File: src/ptrs_pkg.sv
// ============================================================================
// ptrs_pkg
// Shared types, constants and helpers for the periodic task release scheduler.
// ============================================================================
package ptrs_pkg;

  // Fixed field widths
  localparam int TIME_W          = 32;
  localparam int PERIOD_W        = 16;
  localparam int NUM_PERIOD_REGS = 7;
  localparam int MASK_W          = 7;
  localparam int SIDX_W          = 3;
  localparam int CFG_ADDR_W      = 5;
  localparam int CFG_DATA_W      = 32;
  localparam int OUT_DATA_W      = 16;

  // Input operation codes carried on tuser
  localparam logic OP_TICK  = 1'b0;
  localparam logic OP_START = 1'b1;

  // Register index of the service count; period i lives at index i + 1
  localparam logic [2:0] REG_SERVICE_COUNT = 3'd0;

  typedef logic [PERIOD_W-1:0] period_t;
  typedef period_t [NUM_PERIOD_REGS-1:0] period_arr_t;

  // Sequencer states
  typedef enum logic [2:0] {
    ST_IDLE,
    ST_SWEEP,
    ST_READ,
    ST_CHECK,
    ST_DIVIDE,
    ST_WRITE,
    ST_DONE
  } ptrs_state_t;

  // Remainder of a small start index by the service count (count 0 gives a).
  function automatic logic [SIDX_W-1:0] start_mod(input logic [SIDX_W-1:0] a,
                                                  input logic [SIDX_W-1:0] m);
    logic [SIDX_W-1:0] r;
    r = a;
    for (int i = 0; i < 7; i++) begin
      if (m != '0 && r >= m) begin
        r = r - m;
      end
    end
    return r;
  endfunction

endpackage

File: src/periodic_task_release_scheduler.sv
// ============================================================================
// periodic_task_release_scheduler
// Releases periodic services on timer ticks and tracks their next releases.
// ============================================================================
// Usage:
//   The input stream carries one command per transfer: tuser selects a timer
//   tick (0) or a start (1), tdata holds the current time in ms. Every input
//   transfer yields exactly one output transfer with the release mask and
//   the index where the next scan begins. The user must set the periods and the
//   service count over the APB port while the block is idle, unchecked by the block.
// Processing:
//   A start writes every next-release entry, one per cycle, before its result
//   is formed. A tick reads and checks each service in turn from the scan start
//   and updates each due one, stopping at the first service not yet due; a due
//   service late by a full period or more first passes through the remainder
//   unit, which retires one bit of the lag per cycle. The block takes no new
//   command until the current one is done; the input is ready again in the same
//   cycle that the result enters the output register.
// Reset:
//   Synchronous reset clears all next-release times to zero, the scan start
//   to zero, the count to zero and every period to 1.
// Stall:
//   The result sits in an output register; while the receiver stalls, the
//   block still accepts and processes the next command, then holds its result.
// ============================================================================
module periodic_task_release_scheduler #(
  parameter int MAX_SERVICES = 7
) (
  input  logic        clk,
  input  logic        rst,
  // Configuration port
  input  logic        psel,
  input  logic        penable,
  input  logic        pwrite,
  input  logic [4:0]  paddr,
  input  logic [31:0] pwdata,
  output logic [31:0] prdata,
  output logic        pready,
  // Input stream
  input  logic        s_tvalid,
  output logic        s_tready,
  input  logic [31:0] s_tdata,   // [31:0] now_ms
  input  logic        s_tuser,   // [0] operation
  // Output stream
  output logic        m_tvalid,
  input  logic        m_tready,
  output logic [15:0] m_tdata    // [6:0] release_mask, [9:7] start_index, [15:10] zero
);

  localparam int IDX_W = (MAX_SERVICES > 1) ? $clog2(MAX_SERVICES) : 1;

  logic [ptrs_pkg::SIDX_W-1:0]   service_count;
  ptrs_pkg::period_arr_t         periods;
  logic                          mem_we;
  logic [IDX_W-1:0]              mem_waddr;
  logic [ptrs_pkg::TIME_W-1:0]   mem_wdata;
  logic                          mem_re;
  logic [IDX_W-1:0]              mem_raddr;
  logic [ptrs_pkg::TIME_W-1:0]   mem_rdata;
  logic                          rem_start;
  logic [ptrs_pkg::TIME_W-1:0]   rem_dividend;
  logic [ptrs_pkg::PERIOD_W-1:0] rem_divisor;
  logic                          rem_done;
  logic [ptrs_pkg::PERIOD_W-1:0] rem_value;

  // Configuration registers.
  ptrs_regs u_regs (
    .clk           (clk),
    .rst           (rst),
    .psel          (psel),
    .penable       (penable),
    .pwrite        (pwrite),
    .paddr         (paddr),
    .pwdata        (pwdata),
    .prdata        (prdata),
    .pready        (pready),
    .service_count (service_count),
    .periods       (periods)
  );

  // Next-release store.
  ptrs_mem #(
    .MAX_SERVICES (MAX_SERVICES)
  ) u_mem (
    .clk   (clk),
    .rst   (rst),
    .we    (mem_we),
    .waddr (mem_waddr),
    .wdata (mem_wdata),
    .re    (mem_re),
    .raddr (mem_raddr),
    .rdata (mem_rdata)
  );

  // Lag remainder unit.
  ptrs_rem u_rem (
    .clk      (clk),
    .rst      (rst),
    .start    (rem_start),
    .dividend (rem_dividend),
    .divisor  (rem_divisor),
    .done     (rem_done),
    .value    (rem_value)
  );

  // Scan sequencer and output register.
  ptrs_seq #(
    .MAX_SERVICES (MAX_SERVICES)
  ) u_seq (
    .clk           (clk),
    .rst           (rst),
    .s_tvalid      (s_tvalid),
    .s_tready      (s_tready),
    .s_tdata       (s_tdata),
    .s_tuser       (s_tuser),
    .m_tvalid      (m_tvalid),
    .m_tready      (m_tready),
    .m_tdata       (m_tdata),
    .service_count (service_count),
    .periods       (periods),
    .mem_we        (mem_we),
    .mem_waddr     (mem_waddr),
    .mem_wdata     (mem_wdata),
    .mem_re        (mem_re),
    .mem_raddr     (mem_raddr),
    .mem_rdata     (mem_rdata),
    .rem_start     (rem_start),
    .rem_dividend  (rem_dividend),
    .rem_divisor   (rem_divisor),
    .rem_done      (rem_done),
    .rem_value     (rem_value)
  );

endmodule

File: src/ptrs_regs.sv
// ============================================================================
// ptrs_regs
// Configuration register file behind the APB-style port.
// ============================================================================
module ptrs_regs (
  input  logic                                 clk,
  input  logic                                 rst,
  input  logic                                 psel,
  input  logic                                 penable,
  input  logic                                 pwrite,
  input  logic [ptrs_pkg::CFG_ADDR_W-1:0]      paddr,
  input  logic [ptrs_pkg::CFG_DATA_W-1:0]      pwdata,
  output logic [ptrs_pkg::CFG_DATA_W-1:0]      prdata,
  output logic                                 pready,
  output logic [ptrs_pkg::SIDX_W-1:0]          service_count,
  output ptrs_pkg::period_arr_t                periods
);

  logic       wr_en;
  logic [2:0] reg_idx;
  logic [2:0] per_idx;

  assign pready  = 1'b1;
  assign wr_en   = psel & penable & pwrite;
  assign reg_idx = paddr[4:2];
  assign per_idx = reg_idx - 3'd1;

  // Register writes complete in the access cycle.
  always_ff @(posedge clk) begin
    if (rst) begin
      service_count <= '0;
      for (int i = 0; i < ptrs_pkg::NUM_PERIOD_REGS; i++) begin
        periods[i] <= ptrs_pkg::PERIOD_W'(1);
      end
    end else if (wr_en) begin
      if (reg_idx == ptrs_pkg::REG_SERVICE_COUNT) begin
        service_count <= pwdata[ptrs_pkg::SIDX_W-1:0];
      end else begin
        periods[per_idx] <= pwdata[ptrs_pkg::PERIOD_W-1:0];
      end
    end
  end

  // Read data returns the addressed register.
  always_comb begin
    if (reg_idx == ptrs_pkg::REG_SERVICE_COUNT) begin
      prdata = ptrs_pkg::CFG_DATA_W'(service_count);
    end else begin
      prdata = ptrs_pkg::CFG_DATA_W'(periods[per_idx]);
    end
  end

endmodule

File: src/ptrs_mem.sv
// ============================================================================
// ptrs_mem
// Next-release time store: one write and one registered read port per cycle.
// ============================================================================
module ptrs_mem #(
  parameter int MAX_SERVICES = 7
) (
  input  logic                                       clk,
  input  logic                                       rst,
  input  logic                                       we,
  input  logic [((MAX_SERVICES > 1) ? $clog2(MAX_SERVICES) : 1)-1:0] waddr,
  input  logic [ptrs_pkg::TIME_W-1:0]                wdata,
  input  logic                                       re,
  input  logic [((MAX_SERVICES > 1) ? $clog2(MAX_SERVICES) : 1)-1:0] raddr,
  output logic [ptrs_pkg::TIME_W-1:0]                rdata
);

  logic [ptrs_pkg::TIME_W-1:0] mem [MAX_SERVICES];
  logic [MAX_SERVICES-1:0]     valid;
  logic [ptrs_pkg::TIME_W-1:0] rd_data;
  logic                        rd_valid;

  // Storage array; entries never written read back as zero.
  always_ff @(posedge clk) begin
    if (we) begin
      mem[waddr] <= wdata;
    end
    if (re) begin
      rd_data <= mem[raddr];
    end
  end

  // Per-entry valid bits, cleared at once by reset.
  always_ff @(posedge clk) begin
    if (rst) begin
      valid    <= '0;
      rd_valid <= 1'b0;
    end else begin
      if (we) begin
        valid[waddr] <= 1'b1;
      end
      if (re) begin
        rd_valid <= valid[raddr];
      end
    end
  end

  assign rdata = rd_valid ? rd_data : '0;

endmodule

File: src/ptrs_rem.sv
// ============================================================================
// ptrs_rem
// Bit-serial remainder unit: 32-bit dividend modulo 16-bit divisor.
// ============================================================================
module ptrs_rem (
  input  logic                             clk,
  input  logic                             rst,
  input  logic                             start,
  input  logic [ptrs_pkg::TIME_W-1:0]      dividend,
  input  logic [ptrs_pkg::PERIOD_W-1:0]    divisor,
  output logic                             done,
  output logic [ptrs_pkg::PERIOD_W-1:0]    value
);

  localparam int CNT_W = $clog2(ptrs_pkg::TIME_W);

  logic                            busy;
  logic [CNT_W-1:0]                cnt;
  logic [ptrs_pkg::TIME_W-1:0]     dvd;
  logic [ptrs_pkg::PERIOD_W-1:0]   dsr;
  logic [ptrs_pkg::PERIOD_W-1:0]   r;
  logic [ptrs_pkg::PERIOD_W:0]     trial;
  logic                            ge;
  logic [ptrs_pkg::PERIOD_W-1:0]   r_step;

  // One restoring step: shift in the next dividend bit, subtract if it fits.
  always_comb begin
    trial  = {r, dvd[ptrs_pkg::TIME_W-1]};
    ge     = trial >= {1'b0, dsr};
    r_step = ge ? ptrs_pkg::PERIOD_W'(trial - {1'b0, dsr})
                : trial[ptrs_pkg::PERIOD_W-1:0];
  end

  // Control: busy for one step per dividend bit, then a done pulse.
  always_ff @(posedge clk) begin
    if (rst) begin
      busy <= 1'b0;
      done <= 1'b0;
    end else begin
      done <= 1'b0;
      if (start) begin
        busy <= 1'b1;
      end else if (busy && cnt == CNT_W'(ptrs_pkg::TIME_W - 1)) begin
        busy <= 1'b0;
        done <= 1'b1;
      end
    end
  end

  // Datapath.
  always_ff @(posedge clk) begin
    if (start) begin
      dvd <= dividend;
      dsr <= divisor;
      r   <= '0;
      cnt <= '0;
    end else if (busy) begin
      dvd <= {dvd[ptrs_pkg::TIME_W-2:0], 1'b0};
      r   <= r_step;
      cnt <= cnt + CNT_W'(1);
    end
  end

  assign value = r;

endmodule

File: src/ptrs_seq.sv
// ============================================================================
// ptrs_seq
// Scan sequencer: read-modify-write of next-release times and result output.
// ============================================================================
module ptrs_seq #(
  parameter int MAX_SERVICES = 7
) (
  input  logic                                  clk,
  input  logic                                  rst,
  input  logic                                  s_tvalid,
  output logic                                  s_tready,
  input  logic [ptrs_pkg::TIME_W-1:0]           s_tdata,
  input  logic                                  s_tuser,
  output logic                                  m_tvalid,
  input  logic                                  m_tready,
  output logic [ptrs_pkg::OUT_DATA_W-1:0]       m_tdata,
  input  logic [ptrs_pkg::SIDX_W-1:0]           service_count,
  input  ptrs_pkg::period_arr_t                 periods,
  output logic                                  mem_we,
  output logic [((MAX_SERVICES > 1) ? $clog2(MAX_SERVICES) : 1)-1:0] mem_waddr,
  output logic [ptrs_pkg::TIME_W-1:0]           mem_wdata,
  output logic                                  mem_re,
  output logic [((MAX_SERVICES > 1) ? $clog2(MAX_SERVICES) : 1)-1:0] mem_raddr,
  input  logic [ptrs_pkg::TIME_W-1:0]           mem_rdata,
  output logic                                  rem_start,
  output logic [ptrs_pkg::TIME_W-1:0]           rem_dividend,
  output logic [ptrs_pkg::PERIOD_W-1:0]         rem_divisor,
  input  logic                                  rem_done,
  input  logic [ptrs_pkg::PERIOD_W-1:0]         rem_value
);

  localparam int IDX_W = (MAX_SERVICES > 1) ? $clog2(MAX_SERVICES) : 1;
  localparam int CNT_W = $clog2(MAX_SERVICES + 1);

  ptrs_pkg::ptrs_state_t state, state_next;

  logic [ptrs_pkg::TIME_W-1:0]     now_ms;
  logic [IDX_W-1:0]                idx;
  logic [CNT_W-1:0]                visited;
  logic [CNT_W-1:0]                count;
  logic [ptrs_pkg::MASK_W-1:0]     mask;
  logic [ptrs_pkg::SIDX_W-1:0]     scan_start;
  logic [ptrs_pkg::PERIOD_W-1:0]   rem_r;
  logic                            out_valid;
  logic [ptrs_pkg::OUT_DATA_W-1:0] out_data;

  logic [CNT_W-1:0]                count_in;
  logic [CNT_W-1:0]                idx_inc;
  logic [CNT_W-1:0]                visited_inc;
  logic [ptrs_pkg::PERIOD_W-1:0]   per_raw;
  logic [ptrs_pkg::PERIOD_W-1:0]   eff_per;
  logic [ptrs_pkg::TIME_W-1:0]     diff;
  logic                            due;
  logic                            short_gap;
  logic [ptrs_pkg::TIME_W:0]       sum;
  logic [ptrs_pkg::TIME_W-1:0]     next_val;
  logic                            out_free;

  // Datapath helpers: effective period, due test and the advanced release time.
  always_comb begin
    count_in    = (service_count > ptrs_pkg::SIDX_W'(MAX_SERVICES))
                  ? CNT_W'(MAX_SERVICES) : CNT_W'(service_count);
    idx_inc     = CNT_W'(idx) + CNT_W'(1);
    visited_inc = visited + CNT_W'(1);
    per_raw     = periods[ptrs_pkg::SIDX_W'(idx)];
    eff_per     = (per_raw == '0) ? ptrs_pkg::PERIOD_W'(1) : per_raw;
    diff        = now_ms - mem_rdata;
    due         = now_ms >= mem_rdata;
    short_gap   = (diff[ptrs_pkg::TIME_W-1:ptrs_pkg::PERIOD_W] == '0) &&
                  (diff[ptrs_pkg::PERIOD_W-1:0] < eff_per);
    // Next release = now - ((now - next) mod period) + period, saturated.
    sum         = {1'b0, now_ms} - (ptrs_pkg::TIME_W + 1)'(rem_r)
                  + (ptrs_pkg::TIME_W + 1)'(eff_per);
    next_val    = sum[ptrs_pkg::TIME_W] ? '1 : sum[ptrs_pkg::TIME_W-1:0];
    out_free    = !out_valid || m_tready;
  end

  // Next state and handshake / memory controls.
  always_comb begin
    state_next   = state;
    s_tready     = (state == ptrs_pkg::ST_IDLE);
    mem_we       = (state == ptrs_pkg::ST_SWEEP) || (state == ptrs_pkg::ST_WRITE);
    mem_waddr    = idx;
    mem_wdata    = (state == ptrs_pkg::ST_SWEEP) ? now_ms : next_val;
    mem_re       = (state == ptrs_pkg::ST_READ);
    mem_raddr    = idx;
    rem_start    = (state == ptrs_pkg::ST_CHECK) && due && !short_gap;
    rem_dividend = diff;
    rem_divisor  = eff_per;
    unique case (state)
      ptrs_pkg::ST_IDLE: begin
        if (s_tvalid) begin
          if (s_tuser == ptrs_pkg::OP_START) begin
            state_next = ptrs_pkg::ST_SWEEP;
          end else if (count_in == '0) begin
            state_next = ptrs_pkg::ST_DONE;
          end else begin
            state_next = ptrs_pkg::ST_READ;
          end
        end
      end
      ptrs_pkg::ST_SWEEP: begin
        if (idx == IDX_W'(MAX_SERVICES - 1)) begin
          state_next = ptrs_pkg::ST_DONE;
        end
      end
      ptrs_pkg::ST_READ: begin
        state_next = ptrs_pkg::ST_CHECK;
      end
      ptrs_pkg::ST_CHECK: begin
        priority if (!due) begin
          state_next = ptrs_pkg::ST_DONE;
        end else if (short_gap) begin
          state_next = ptrs_pkg::ST_WRITE;
        end else begin
          state_next = ptrs_pkg::ST_DIVIDE;
        end
      end
      ptrs_pkg::ST_DIVIDE: begin
        if (rem_done) begin
          state_next = ptrs_pkg::ST_WRITE;
        end
      end
      ptrs_pkg::ST_WRITE: begin
        if (visited_inc == count) begin
          state_next = ptrs_pkg::ST_DONE;
        end else begin
          state_next = ptrs_pkg::ST_READ;
        end
      end
      ptrs_pkg::ST_DONE: begin
        if (out_free) begin
          state_next = ptrs_pkg::ST_IDLE;
        end
      end
      default: begin
        state_next = ptrs_pkg::ST_IDLE;
      end
    endcase
  end

  // Control state: FSM, stored scan start and output valid.
  always_ff @(posedge clk) begin
    if (rst) begin
      state      <= ptrs_pkg::ST_IDLE;
      scan_start <= '0;
      out_valid  <= 1'b0;
    end else begin
      state <= state_next;
      if (state == ptrs_pkg::ST_CHECK && !due) begin
        scan_start <= ptrs_pkg::SIDX_W'(idx);
      end
      if (state == ptrs_pkg::ST_DONE && out_free) begin
        out_valid <= 1'b1;
      end else if (m_tready) begin
        out_valid <= 1'b0;
      end
    end
  end

  // Working registers of the current item.
  always_ff @(posedge clk) begin
    unique case (state)
      ptrs_pkg::ST_IDLE: begin
        if (s_tvalid) begin
          now_ms  <= s_tdata;
          mask    <= '0;
          visited <= '0;
          count   <= count_in;
          if (s_tuser == ptrs_pkg::OP_START) begin
            idx <= '0;
          end else begin
            idx <= IDX_W'(ptrs_pkg::start_mod(scan_start, ptrs_pkg::SIDX_W'(count_in)));
          end
        end
      end
      ptrs_pkg::ST_SWEEP: begin
        idx <= idx + IDX_W'(1);
      end
      ptrs_pkg::ST_CHECK: begin
        if (due) begin
          mask <= mask | (ptrs_pkg::MASK_W'(1) << idx);
          if (short_gap) begin
            rem_r <= diff[ptrs_pkg::PERIOD_W-1:0];
          end
        end
      end
      ptrs_pkg::ST_DIVIDE: begin
        if (rem_done) begin
          rem_r <= rem_value;
        end
      end
      ptrs_pkg::ST_WRITE: begin
        visited <= visited_inc;
        idx     <= (idx_inc == count) ? '0 : IDX_W'(idx_inc);
      end
      ptrs_pkg::ST_DONE: begin
        if (out_free) begin
          out_data <= {6'b0, scan_start, mask};
        end
      end
      default: begin
      end
    endcase
  end

  assign m_tvalid = out_valid;
  assign m_tdata  = out_data;

`ifndef SYNTHESIS
  a_rem_done_in_divide: assert property (@(posedge clk) disable iff (rst)
    rem_done |-> state == ptrs_pkg::ST_DIVIDE)
    else $error("remainder result arrived outside the divide state");

  a_write_in_range: assert property (@(posedge clk) disable iff (rst)
    (state == ptrs_pkg::ST_WRITE) |-> (CNT_W'(idx) < count))
    else $error("release update addressed a service not in use");

  a_scan_start_range: assert property (@(posedge clk) disable iff (rst)
    scan_start < ptrs_pkg::SIDX_W'(MAX_SERVICES))
    else $error("stored scan start beyond the service range");

  a_check_after_read: assert property (@(posedge clk) disable iff (rst)
    (state == ptrs_pkg::ST_CHECK) |-> $past(state) == ptrs_pkg::ST_READ)
    else $error("due check without a preceding memory read");
`endif

endmodule

File: config.mk
export PLATFORM = sky130hd
export DESIGN_NAME = periodic_task_release_scheduler
export DESIGN_NICKNAME = d
export VERILOG_FILES = /design/src/ptrs_pkg.sv /design/src/periodic_task_release_scheduler.sv /design/src/ptrs_regs.sv /design/src/ptrs_mem.sv /design/src/ptrs_rem.sv /design/src/ptrs_seq.sv
export SDC_FILE = /design/constraint.sdc
export NUM_CORES = 1
export LEC_CHECK = 0
export ABC_AREA = 1
export BUFFER_PORTS_ARGS = -buffer_cell sky130_fd_sc_hd__buf_2
export CAP_MARGIN = 20
export CORE_UTILIZATION = 40
export CTS_CLUSTER_DIAMETER = 60
export CTS_CLUSTER_SIZE = 30
export DETAILED_ROUTE_END_ITERATION = 8
export GPL_TIMING_DRIVEN = 0
export PLACE_DENSITY = 0.6
export SETUP_SLACK_MARGIN = 0.5
export SYNTH_ARGS = -nofsm -noshare
export SYNTH_HDL_FRONTEND = slang
export SYNTH_SLANG_ARGS = --single-unit
File: constraint.sdc
create_clock -name clk -period 13.2 [get_ports clk]
set_input_delay 1.32 -clock clk [delete_from_list [all_inputs] [get_ports clk]]
set_output_delay 1.32 -clock clk [all_outputs]
set_load 0.01 [all_outputs]
==> results.py, run 1 <==
metrics = {
    "status": {
        "status": "completed",
    },
    "place": {
        "port_buffers": 85,
        "dpl_cell_area_mm2": 0.0294,
        "dp_hpwl_um": 61700,
        "globalplace.congestion": 0.981,
    },
    "logic_synthesis": {
        "synth.distinct_cells": 60,
        "syn_area_per_cell_um2": 9.41,
        "yosysSeqAreaShare_pct": 52.4,
        "synth_warnings": 0,
        "synthCells": 2922,
        "synth_top_family_by_area": "compound AO/OA/AOI/OAI gates",
        "netlist_area_mm2": 0.0275,
        "synth-simple-area-share_pct": 12.8,
        "synth_edf_count": 378,
        "async_flop_share_pct": 0,
        "synth-seq-cells": 531,
        "synth_compound_area_share_pct": 17.3,
        "synth-main-ff-cell": "edfxtp_1",
        "synthAdderAreaFrac_pct": 7.42,
        "synth_mux_area_share_pct": 0,
        "synth_xor_area_share_pct": 2.71,
    },
    "route": {
        "highest-signal-layer": "met4",
        "drt_iter0_markers": 2108,
        "antenna_left": 0,
        "drc": 0,
        "wl_met3_um": 7110,
        "drt_wl_total_um": 84100,
        "drt_pass1_iterations": 6,
        "via_count": 21800,
        "wl_met2_um": 36900,
        "wirelength_met1_um": 36900,
        "routedWlPerCell_um": 21.1,
        "vias_per_cell": 5.47,
    },
    "worst_setup_path": {
        "reg2regPathDepth": 45,
        "path_delay_family": "adder cells",
        "worst-path-stages": 45,
        "critPathMaxFanout": 11,
        "reg2reg_from": "u_regs.service_count[1]",
        "worstSetupStartpoint": "u_regs.service_count[1]",
        "critPathBufInv": 8,
        "worstSetupEndpointType": "flip-flop",
        "critPathKind": "flip-flop to flip-flop",
        "worst_path_most_repeated_cell": "nand2_1",
        "required_ns": 13.55,
        "reg2reg_to": "u_seq.mem_raddr[2]",
        "crit_path_start_kind": "flip-flop",
        "crit_arrival_ns": 8.12,
        "r2r_slack_ns": 5.42,
        "critPathSlowestCell": "fa_1",
        "cp-endpoint": "u_seq.mem_raddr[2]",
        "slowest_delay_ns": 0.42,
    },
    "clock_network": {
        "cts_resized": 0,
        "cts_root_buf": "clkbuf_16",
        "cts_sinks": 531,
        "clk_latency_ns": 0.63,
        "cts-hold-fix-buffers": 0,
        "numCtsBuffers": 42,
        "clkTransAtPathRegs_ns": 0.08,
        "cts_tree": "done",
        "clock_path_buffers": 3,
        "cts_setup_buffers": 0,
        "cts-htree-levels": 2,
    },
    "final_layout": {
        "drive_gt1_share_pct": 8.80,
        "antenna_cells": 0,
        "stdcell_area_mm2": 0.0309,
        "area_growth_pct": 12.3,
        "nets": 3308,
        "postLayoutCoreUtil_pct": 45.7,
        "fillCellCount": 6423,
    },
    "floorplanning": {
        "rows": 95,
        "pin_count": 128,
        "initial_core_util_pct": 40.7,
        "fp.dieH_um": 264,
        "die-area_mm2": 0.0698,
        "core_mm2": 0.0676,
        "die_w_um": 264,
    },
    "pwr": {
        "leakage_uw": 0.0119,
        "ir_worst_vdd_uv": 108,
        "power_density_mw_per_mm2": 238,
    },
    "timing": {
        "worstMarginPinSlew_ns": 1.05,
        "final-max-slew-violation-count": 0,
        "fmax_ghz": 0.129,
        "setup_violations": 0,
        "timing.setup.tns_ns": 0,
        "rsz0062_at_grt": "no",
        "period_share_pct": 58.9,
        "fin_crit_ns": 7.78,
        "slew_headroom_pct": 29.0,
        "hold_viol": 0,
        "skew_ns": 0.0615,
    },
    "global_route": {
        "grt_overflow": 0,
        "grt_antenna_before_repair": 0,
        "grt_use_total_pct": 23.8,
        "grt_max_degree": 42,
        "grt_pass1_vias": 20700,
        "grt_first_pass_wirelength_um": 126000,
    },
    "hold_path": {
        "hp-class": "flip-flop to flip-flop",
    },
    "job": {
        "maxCapViolations": 0,
    },
}
-- area by class of cell --
type	count	area, um2	share of cell area, %
plain buffers	136	641	2.07
clock buffers	44	1080	3.51
clock inverters	32	417	1.35
inverters	366	1380	4.46
multi-input cells	1910	11200	36.3
flip-flops and latches	531	14400	46.7
well taps	873	1090	3.54
repair buffers	96	634	2.05
-- placed cells by master (no fill, tap or decap), types with 37 or more instances in the layout --
cell,synthesis,routed
a21oi_1,226,226
nor2_1,292,283
o21ai_0,257,257
nand3_1,53,53
inv_1,342,342
dfxtp_1,153,153
o2111ai_1,37,37
clkbuf_1,89,89
o22ai_1,42,42
xor2_1,50,50
edfxtp_1,378,378
clkbuf_16,0,43
buf_2,11,96
ha_1,123,123
nand2_1,469,469
-- sequential cells by signal, summed over array words and instances, names as in the netlist, 3 cells and up --
signal,count
u_mem.mem,224
u_mem.rd_data,32
u_mem.valid,7
u_regs.periods,112
u_regs.service_count,3
u_rem.cnt,5
u_rem.dsr,16
u_rem.dvd,32
u_rem.value,16
u_seq.count,3
u_seq.m_tdata,10
u_seq.mask,7
u_seq.mem_raddr,3
u_seq.now_ms,32
u_seq.rem_r,16
u_seq.scan_start,3
u_seq.state,3
u_seq.visited,3
-- through the flow --
step	power (uW)	hold WS [ns]	setup WS [ns]	std cells
6_report	7340	0.472	5.42	3988
5_1_grt	7760	0.488	4.52	3988
4_1_cts	7300	0.472	5.47	3988
3_5_place_dp	5910	0.455	5.50	3912
3_3_place_gp	5880	0.453	5.54	3901
2_1_floorplan	4790	0.421	6.48	2943
-- worst min-delay path by stage --
stage                                   from  cells past startpoint  slack, ns                 end
final                         u_mem.valid[0]                      2       0.47      u_mem.valid[0]
after global routing      u_regs.periods[66]                      2       0.49  u_regs.periods[66]
after CTS                 u_regs.periods[47]                      2       0.47  u_regs.periods[47]
after detailed placement       u_seq.mask[0]                      0       0.46    u_seq.m_tdata[0]
after global placement        u_mem.valid[0]                      2       0.45      u_mem.valid[0]
after floorplan                u_seq.mask[2]                      0       0.42    u_seq.m_tdata[2]
-- per-layer routing --
layer	track usage (%)	vias up
met3	4.05	170
met2	36.6	936
met4	8.83	0
met1	33.5	10300
li1	-	10400
met5	0	-
-- cell usage after synthesis (all sizes together) (37+ instances only) --
| cell type | instances | share of area (%) |
|---|---|---|
| inv | 359 | 4.9 |
| ha | 123 | 5.6 |
| edfxtp | 378 | 41 |
| buf | 47 | 1.1 |
| nand2 | 474 | 6.6 |
| xor2 | 50 | 1.6 |
| o21ai | 286 | 5.2 |
| o22ai | 51 | 1.4 |
| nor2 | 294 | 4.1 |
| nand3 | 56 | 1.1 |
| o2111ai | 37 | 1.2 |
| clkbuf | 89 | 1.2 |
| a21oi | 231 | 4.3 |
| dfxtp | 153 | 11 |
-- tightest hold or removal path, stage by stage, from the launching register on --
cell,delay [ns]
dfxtp_1,0.33
nor2_1,0.05
nor2_1,0.07
-- power by group --
part / switching (uW) / leakage [uW] / internal [uW] / total [uW]
registers: 153 / 0.00466 / 2440 / 2590
logic: 2360 / 0.00657 / 1020 / 3370
clock network: 707 / 0.000712 / 668 / 1370
-- cell families after synthesis --
| kind of cell | Yosys count |
|---|---|
| xor gates and xnor gates | 85 |
| adders and majority gates | 148 |
| other | 2 |
| buffers and inverters | 502 |
| DFF | 531 |
| and+or+nand+nor | 873 |
| AOI/OAI and AO/OA | 781 |
No activity file was read; power rests on OpenSTA's default activity.
==> run 2: changes to the inputs <==
ABC_AREA = 0   (was 1)
clock period = 8 ns   (was 13.2 ns; I/O delays follow)
==> results.py, run 2 <==
metrics = {
    "clock_network": {
        "cts_root_buf": "clkbuf_16",
        "numCtsBuffers": 43,
        "cts_tree": "done",
        "cts-hold-fix-buffers": 0,
        "cts_sinks": 531,
        "clk_latency_ns": 0.62,
        "clock_path_buffers": 3,
        "cts-htree-levels": 2,
        "clkTransAtPathRegs_ns": 0.08,
    },
    "logic_synthesis": {
        "yosysSeqAreaShare_pct": 50.4,
        "synth.distinct_cells": 79,
        "synthCells": 2761,
        "netlist_area_mm2": 0.0286,
        "synth_top_area_share_pct": 39.7,
        "yosys.area.top_type": "edfxtp_1",
        "ys_top_cells_by_count": "nand2_1 (415), edfxtp_1 (378), a21oi_1 (263), nor2_1 (202), dfxtp_1 (153)",
        "synth-seq-cells": 531,
        "synth-main-ff-cell": "edfxtp_1",
        "synth.area.top_cells": "edfxtp_1 (40%), dfxtp_1 (11%), nand2_1 (5.4%), ha_1 (5.4%), a21oi_1 (4.6%)",
        "synth_warnings": 0,
        "synth_edf_count": 378,
        "async_flop_share_pct": 0,
        "syn_area_per_cell_um2": 10.4,
        "synth_most_common_cell": "nand2_1",
    },
    "status": {
        "status": "complete, but fails checks",
        "violations": "setup timing",
    },
    "timing": {
        "rsz0062_at_grt": "yes",
        "skew_ns": 0.0291,
        "slew_headroom_pct": 29.1,
        "fin_crit_ns": 8.21,
        "setup_violations": 3,
        "hold_viol": 0,
        "final-max-slew-violation-count": 0,
        "setup_ws_ns": -0.206,
        "worstMarginPinSlew_ns": 1.06,
        "period_share_pct": 103,
        "fmax_ghz": 0.122,
    },
    "route": {
        "highest-signal-layer": "met4",
        "drt_pass1_iterations": 6,
        "drt_iter0_markers": 2311,
        "wl_met3_um": 7820,
        "vias_per_cell": 5.77,
        "antenna_left": 0,
        "drt_wl_total_um": 90400,
        "routedWlPerCell_um": 22.9,
        "drc": 0,
        "wl_met2_um": 41000,
        "wirelength_met1_um": 39100,
        "via_count": 22800,
    },
    "job": {
        "maxCapViolations": 0,
    },
    "worst_setup_path": {
        "worstSetupEndpointType": "flip-flop",
        "critPathMaxFanout": 5,
        "critPathKind": "flip-flop to flip-flop",
        "required_ns": 8.35,
        "reg2regPathDepth": 44,
        "critPathSlowestCell": "a2111oi_4",
        "worst_path_most_repeated_cell": "ha_4",
        "slowest_delay_ns": 0.40,
        "crit_path_start_kind": "flip-flop",
        "reg2reg_to": "u_seq.mem_raddr[0]",
        "r2r_slack_ns": -0.21,
        "reg2reg_from": "u_regs.service_count[2]",
        "crit_arrival_ns": 8.56,
    },
    "floorplanning": {
        "core_mm2": 0.0704,
        "die-area_mm2": 0.0726,
        "pin_count": 128,
        "fp.dieH_um": 270,
        "initial_core_util_pct": 40.7,
        "rows": 97,
        "die_w_um": 270,
    },
    "place": {
        "dpl_cell_area_mm2": 0.0308,
        "globalplace.congestion": 0.961,
        "dp_hpwl_um": 66300,
        "placed_cells": 3822,
        "port_buffers": 82,
    },
    "final_layout": {
        "fin_cells": 3954,
        "reg_top3": "u_mem.mem: 224 flops, u_regs.periods: 112 flops",
        "regMostFlops": "u_mem.mem",
        "seqCellArea_mm2": 0.0144,
        "multi_input_area_mm2": 0.0136,
        "drive_gt1_share_pct": 15.8,
        "nets": 3203,
        "area_growth_pct": 16.3,
        "stdcell_area_mm2": 0.0333,
        "fillCellCount": 6528,
        "largest_register_ffs": 224,
        "final_cell_mix": "nand2_1 (409), edfxtp_1 (378), a21oi_1 (255)",
        "final_common_cell": "nand2_1",
    },
    "global_route": {
        "grt_overflow": 0,
        "grt_use_total_pct": 24.2,
        "grt_first_pass_wirelength_um": 134000,
        "grt_pass1_vias": 21800,
        "grt_antenna_before_repair": 0,
        "grt_max_degree": 36,
    },
    "hold_path": {
        "holdPathStages": 1,
        "hp-class": "primary input to flip-flop",
        "worstHoldStart": "s_tdata[19]",
        "min_to": "u_seq.now_ms[19]",
    },
    "pwr": {
        "power_density_mw_per_mm2": 333,
        "ir_worst_vdd_uv": 214,
        "leakage_uw": 0.0122,
    },
}
## run 2: cell families after synthesis
kind of cell / after synthesis / share of synthesized area (%)
muxes: 135 / 6.15
DFF: 531 / 50.4
other: 2 / 0.0262
AOI/OAI and AO/OA: 712 / 16.5
buffers and inverters: 320 / 4.65
adders and majority gates: 148 / 7.12
and+or+nand+nor: 836 / 12.8
xor gates and xnor gates: 77 / 2.36
## run 2: how the worst max path moves through the flow
stage | startpoint | to | slack [ns] | cells past startpoint
after floorplan | u_regs.service_count[2] | u_seq.mem_raddr[0] | 0.19 | 39
after global placement | u_seq.mem_raddr[0] | u_mem.mem[5][29] | -1.30 | 20
after detailed placement | u_seq.mem_raddr[0] | u_mem.mem[3][30] | -1.33 | 20
after CTS | u_regs.service_count[2] | u_seq.mem_raddr[0] | -0.10 | 44
after global routing | u_regs.service_count[2] | u_seq.mem_raddr[0] | -0.52 | 46
final | u_regs.service_count[2] | u_seq.mem_raddr[0] | -0.21 | 44
## run 2: what timing repair did
item | 4_1_cts | 5_1_grt
setup buffers | 37 | 14
pin swaps | 35 | 37
resized for setup | 79 | 39
endpoints found under the setup margin | 284 | 213
## run 2: layout make-up
cell class	count	area share [%]
flip-flops and latches	531	43.4
multi-input cells	1931	40.9
well taps	940	3.53
clock buffers	44	3.24
repair buffers	151	3.23
plain buffers	171	2.41
inverters	149	1.73
clock inverters	36	1.54
diodes	1	0.00752
## run 2: metrics by stage
step / TNS (ns) / utilization, % / hold WS [ns] / worst slack (ns) / power, uW
floorplan: 0 / - / 0.427 / 0.193 / 7050
global placement: -218.39 / 43.3 / 0.447 / -1.30 / 8480
detailed placement: -207.48 / 43.8 / 0.449 / -1.33 / 8620
CTS: -0.170 / 46.9 / 0.334 / -0.103 / 11000
global route: -1.32 / 47.3 / 0.339 / -0.518 / 11700
finish: -0.403 / 47.3 / 0.369 / -0.206 / 11100
## run 2: layer usage
layer / vias to the layer above / track usage (%)
met5: - / 0
met4: 0 / 7.22
met3: 160 / 4.36
met2: 987 / 38.0
met1: 11100 / 33.9
li1: 10500 / -
## run 2: where the power goes
part	internal (uW)	switching (uW)	total, uW
Combinational	1610	3110	4730
Clock	1160	1210	2370
Sequential	3770	216	3980
Total	6540	4540	11100
## run 2: worst max-delay path: cells and delay by family, from the launching register on
kind,cells,cell delay (ns)
AOI/OAI and AO/OA,16,2.70
adders and majority gates,7,1.89
muxes,4,1.39
and+or+nand+nor,11,1.05
buffers and inverters,6,0.58
DFF,1,0.36
